## src/rtl/psf_pkg.sv

```systemverilog
// shared widths and item types for the spring force block
`timescale 1ns / 1ps
package psf_pkg;

	localparam int COORD_WIDTH = 32;
	localparam int FRAC_BITS   = 16;
	localparam int CFG_W       = 31;
	localparam int CFG_IDX_W   = 1;

	// register indexes
	localparam logic [CFG_IDX_W-1:0] REG_SPRING_CONSTANT = 1'd0;
	localparam logic [CFG_IDX_W-1:0] REG_REST_LENGTH     = 1'd1;

	localparam int AD_W     = COORD_WIDTH + 1;
	localparam int SUM_W    = 2 * AD_W;
	localparam int LEN_W    = AD_W;
	localparam int PROD_W   = CFG_W + LEN_W;
	localparam int MAG_W    = PROD_W - FRAC_BITS;
	localparam int MAG_LO_W = MAG_W / 2;
	localparam int MAG_HI_W = MAG_W - MAG_LO_W;
	localparam int NUM_W    = MAG_W + AD_W;
	localparam int Q_W      = MAG_W;

	localparam int QDEPTH = 4;
	localparam int QPTR_W = 2;
	localparam int QCNT_W = QPTR_W + 1;

	typedef logic [CFG_W-1:0] cfg_t;
	typedef logic [AD_W-1:0]  ad_t;
	typedef logic [LEN_W-1:0] len_t;

	// separation magnitudes and sign per axis
	typedef struct packed {
		ad_t [2:0]  ad;
		logic [2:0] pos;
	} geo_t;

	// one classified item between front and back
	typedef struct packed {
		len_t len;
		geo_t geo;
	} item_t;

endpackage

```

## src/rtl/psf_queue.sv

```systemverilog
// short queue between front and back
`timescale 1ns / 1ps
module psf_queue import psf_pkg::*; (
	input  logic  clk,
	input  logic  arst_n,
	input  logic  push,
	input  item_t push_item,
	output logic  pop,
	output item_t pop_item,
	output logic  nearly_full
);

	item_t             mem_q [QDEPTH];
	logic [QPTR_W-1:0] wr_q, rd_q;
	logic [QCNT_W-1:0] cnt_q;

	// back end never stalls, so anything waiting moves on every cycle
	assign pop         = cnt_q != '0;
	assign pop_item    = mem_q[rd_q];
	assign nearly_full = cnt_q >= QCNT_W'(QDEPTH - 1);

	always_ff @(posedge clk or negedge arst_n) begin
		if (!arst_n) begin
			wr_q  <= '0;
			rd_q  <= '0;
			cnt_q <= '0;
		end else begin
			if (push) begin
				wr_q <= wr_q + 1'b1;
			end
			if (pop) begin
				rd_q <= rd_q + 1'b1;
			end
			cnt_q <= cnt_q + QCNT_W'(push) - QCNT_W'(pop);
		end
	end

	always_ff @(posedge clk) begin
		if (push) begin
			mem_q[wr_q] <= push_item;
		end
	end

`ifndef SYNTH
	a_no_overflow: assert property (@(posedge clk) disable iff (!arst_n)
		!(push && !pop && cnt_q == QCNT_W'(QDEPTH)))
		else $error("queue overflow");
	a_cnt_step: assert property (@(posedge clk) disable iff (!arst_n)
		(push && !pop) |=> cnt_q == $past(cnt_q) + 1'b1)
		else $error("queue count did not follow a push");
`endif

endmodule

```

## config.mk

```make
export PLATFORM = sky130hd
export DESIGN_NAME = psf_queue
export DESIGN_NICKNAME = d
export VERILOG_FILES = /design/src/rtl/psf_pkg.sv /design/src/rtl/psf_queue.sv
export SDC_FILE = /design/constraint.sdc
export NUM_CORES = 1
export LEC_CHECK = 0
export BUFFER_PORTS_ARGS = -buffer_cell sky130_fd_sc_hd__clkbuf_2
export CAP_MARGIN = 15
export CORE_UTILIZATION = 45
export DETAILED_ROUTE_END_ITERATION = 12
export GPL_TIMING_DRIVEN = 0
export RECOVER_POWER = 100
export SYNTH_ARGS = -nofsm -noshare
export SYNTH_HDL_FRONTEND = slang
export SYNTH_SLANG_ARGS = --single-unit
```

## constraint.sdc

```tcl
create_clock -name clk -period 5.2 [get_ports clk]
set_clock_uncertainty 0.05 [all_clocks]
set_input_delay 0.52 -clock clk [delete_from_list [all_inputs] [get_ports clk]]
set_output_delay 0.52 -clock clk [all_outputs]
set_load 0.005 [all_outputs]
```

==> qor.csv <==
stage,metric,value,unit
min_path,holdCritPathClass,input port to flip-flop,
detailed_routing,drt_pass1_iterations,4,
critical_path,cp_max_fo,10,
cells_and_area,drive_gt1_frac,0.230,
yosys,synth_nets,887,
detailed_routing,vias,8852,
yosys,ys_seq_elements,547,
cells_and_area,fillers,3397,
yosys,netlist_top_cells_area,"edfxtp_1 82%, mux4_2 15%, dfrtp_1 0.88%",
power_and_ir_drop,clockPowerShare,0.274,
sta,whs,0.130,ns
cells_and_area,nets,1228,
power_and_ir_drop,p_seq_frac,0.450,
critical_path,worstSetupPathType,flip-flop to primary output,
clocking,h-tree-depth,2,
power_and_ir_drop,switching_share,0.278,
yosys,ys_seq_area_frac,0.826,
global_route,gr-total-overflow,0,
detailed_routing,wire_per_inst,21.9,microns
cells_and_area,instances_no_fill,1710,
sta,worst_slew_pin_slew,2.62,ns
floorplan,fp.dieW,212,microns
yosys,netlist_instances,741,
detailed_routing,drc,0,
detailed_routing,ant_nets,0,
power_and_ir_drop,p_sw,3650,uW
sta,relSlewSlack,-0.750,
global_route,grt_first_pass_wirelength,56300,microns
yosys,syn_area,19800,sq um
critical_path,rr_endpoint,mem_q[2][99],
cells_and_area,area_growth_syn_to_layout,18.6,%
detailed_routing,wl,37400,microns
flow_run,maxCapViolCount,3,
detailed_routing,drt_iter0_markers,565,
yosys,yosysWarnings,0,
sta,rsz0062_at_grt,false,
floorplan,die_h,212,microns
critical_path,crit_arrival,3.17,ns
power_and_ir_drop,p_comb_frac,0.276,
yosys,synthDistinctLibCells,18,
sta,min_period,3.74,ns
sta,setup_viol,0,
yosys,synth_top_cell_by_area,edfxtp_1,
floorplan,core,43300,sq um
power_and_ir_drop,ir_drop,379,uV
status,failed_checks,"capacitance limit, slew limit",
power_and_ir_drop,power.density,559,nW/um^2
critical_path,endpoint,pop_item[117],
yosys,syn_area_per_cell,26.8,sq um
yosys,synth_top_cell_area_share,0.817,
critical_path,reg2reg_depth,4,
yosys,ys.flop_type,edfxtp_1,
floorplan,die-area,44900,sq um
yosys,synth.most_common_cell,edfxtp_1,
sta,drv_slew,99,
yosys,async_flop_share,0.0128,
floorplan,io_pins,275,
sta,finalCritPeriodShare,0.719,
global_route,grt_start_max_net_pins,56,
placed_design,gp_congestion,0.677,
critical_path,crit_path_start_kind,flip-flop,
clocking,clockRootBuffer,clkbuf_16,
clocking,clk_latency,0.59,ns
clocking,cts_buffer_depth,3,
clocking,cts_resized,0,
clocking,tritoncts,yes,
sta,fmax,0.267,GHz
power_and_ir_drop,p_int,9500,uW
critical_path,required,4.63,ns
sta,worst_slack,1.46,ns
sta,hold_viol,0,
global_route,grt_usage,0.170,
yosys,synthTopCellsByCount,"540 x edfxtp_1, 135 x mux4_2, 11 x buf_4",
critical_path,crit-reg2reg-launch,wr_q[0],
floorplan,start_util,0.459,
placed_design,dp_hpwl,23000,microns
placed_design,pre_cts_slack,2.79,ns
detailed_routing,via_per_inst,5.18,
floorplan,rows,76,
critical_path,cp-startpoint,rd_q[1],
clocking,clkTransAtPathRegs,0.06,ns
power_and_ir_drop,total_leakage_power,0.00745,uW
global_route,antenna_found_initial,3,
global_route,grt_pass1_vias,9249,
cells_and_area,final_util,0.544,
critical_path,rrSetupSlack,1.85,ns
cells_and_area,regArea,16400,sq um
placed_design,dp_cells,1609,
critical_path,end_kind,primary output,
placed_design,io_buffers,274,
yosys,synth_edf_count,540,
cells_and_area,multi_input_area,3240,sq um
clocking,cts_made_buffers,55,
clocking,clkSinkCount,547,
status,status,"finished, violations left",
## worst min path at each step
| stage | from | endpoint | slack [ns] | cells after the start |
|---|---|---|---|---|
| after CTS | push_item[119] | mem_q[2][119] | 0.05 | 1 |
| after global routing | push_item[119] | mem_q[2][119] | 0.11 | 1 |
| after global placement | arst_n | wr_q[0] | 0.32 | 1 |
| final | push_item[113] | mem_q[2][113] | 0.13 | 1 |
| after detailed placement | arst_n | wr_q[0] | 0.32 | 1 |
| after floorplan | arst_n | cnt_q[0] | 0.17 | 0 |
## layout make-up
cell class / count / area share
diodes: 1 / 0.000106
plain buffers: 30 / 0.00755
well taps: 585 / 0.0311
repair buffers: 284 / 0.0560
clock inverters: 20 / 0.00505
clock buffers: 79 / 0.0646
multi-input cells: 157 / 0.138
inverters: 7 / 0.00112
flip-flops and latches: 547 / 0.697
## timing repair
action,in CTS,in global routing
endpoints found under the hold margin,7,0
buffers inserted,0,0
hold buffers,1,0
## placed cells by master (no fill, tap or decap), drive strengths merged
cell         count
bufinv           1
xor2             3
buf             26
clkbuf         366
nand2            2
o31ai            1
dfrtp            7
edfxtp         540
inv              8
ha               7
or3              1
and2             4
o21ai            2
fa               1
dlygate4sd3      1
xnor2            1
mux4           135
clkinv          18
diode            1
## worst max-delay path: stages, from the launching register on
cell	delay, ns
dfrtp_1	0.31
clkbuf_1	0.54
clkbuf_1	0.59
clkbuf_1	0.58
mux4_2	0.41
clkbuf_1	0.14
## power by group through the flow
stage | Sequential, uW | Combinational (uW) | Clock [uW]
6_report | 5920 | 3630 | 3600
5_1_grt | 5990 | 3970 | 3860
4_1_cts | 5920 | 3930 | 3700
3_5_place_dp | 6010 | 3910 | 0
3_3_place_gp | 6220 | 3800 | 0
2_1_floorplan | 6070 | 2240 | 0
## routing by layer
metal	vias up	wire length, microns	GRT usage	share of wire
li1	3916	-	-	-
met1	4612	15900	0.228	0.43
met2	251	17700	0.263	0.47
met3	69	2940	0.0547	0.079
met4	4	841	0.0562	0.022
met5	-	33	0	0.00088
## stage by stage
stage	power [uW]	area [sq um]	TNS, ns
after floorplan	8320	19800	0
after global placement	10000	21900	-1009.00
after detailed placement	9920	22200	0
after CTS	13500	23800	0
after global routing	13800	23500	0
final	13200	23500	0
## registers in the layout (all words and copies together) (netlist names)
signal  count
mem_q     540
cnt_q       3
rd_q        2
wr_q        2
## kinds of logic (layout without fill, tap and decap cells)
logic type,after synthesis,in the layout,share of synthesized area
flops,547,547,0.826
mux,135,135,0.153
fa+ha+maj,8,8,0.00542
buf+inv,37,420,0.0107
xor+xnor,4,4,0.00177
other cells,0,1,0
compound gates,3,3,0.000883
simple gates,7,7,0.00195
(Power assumes the default switching activity.)
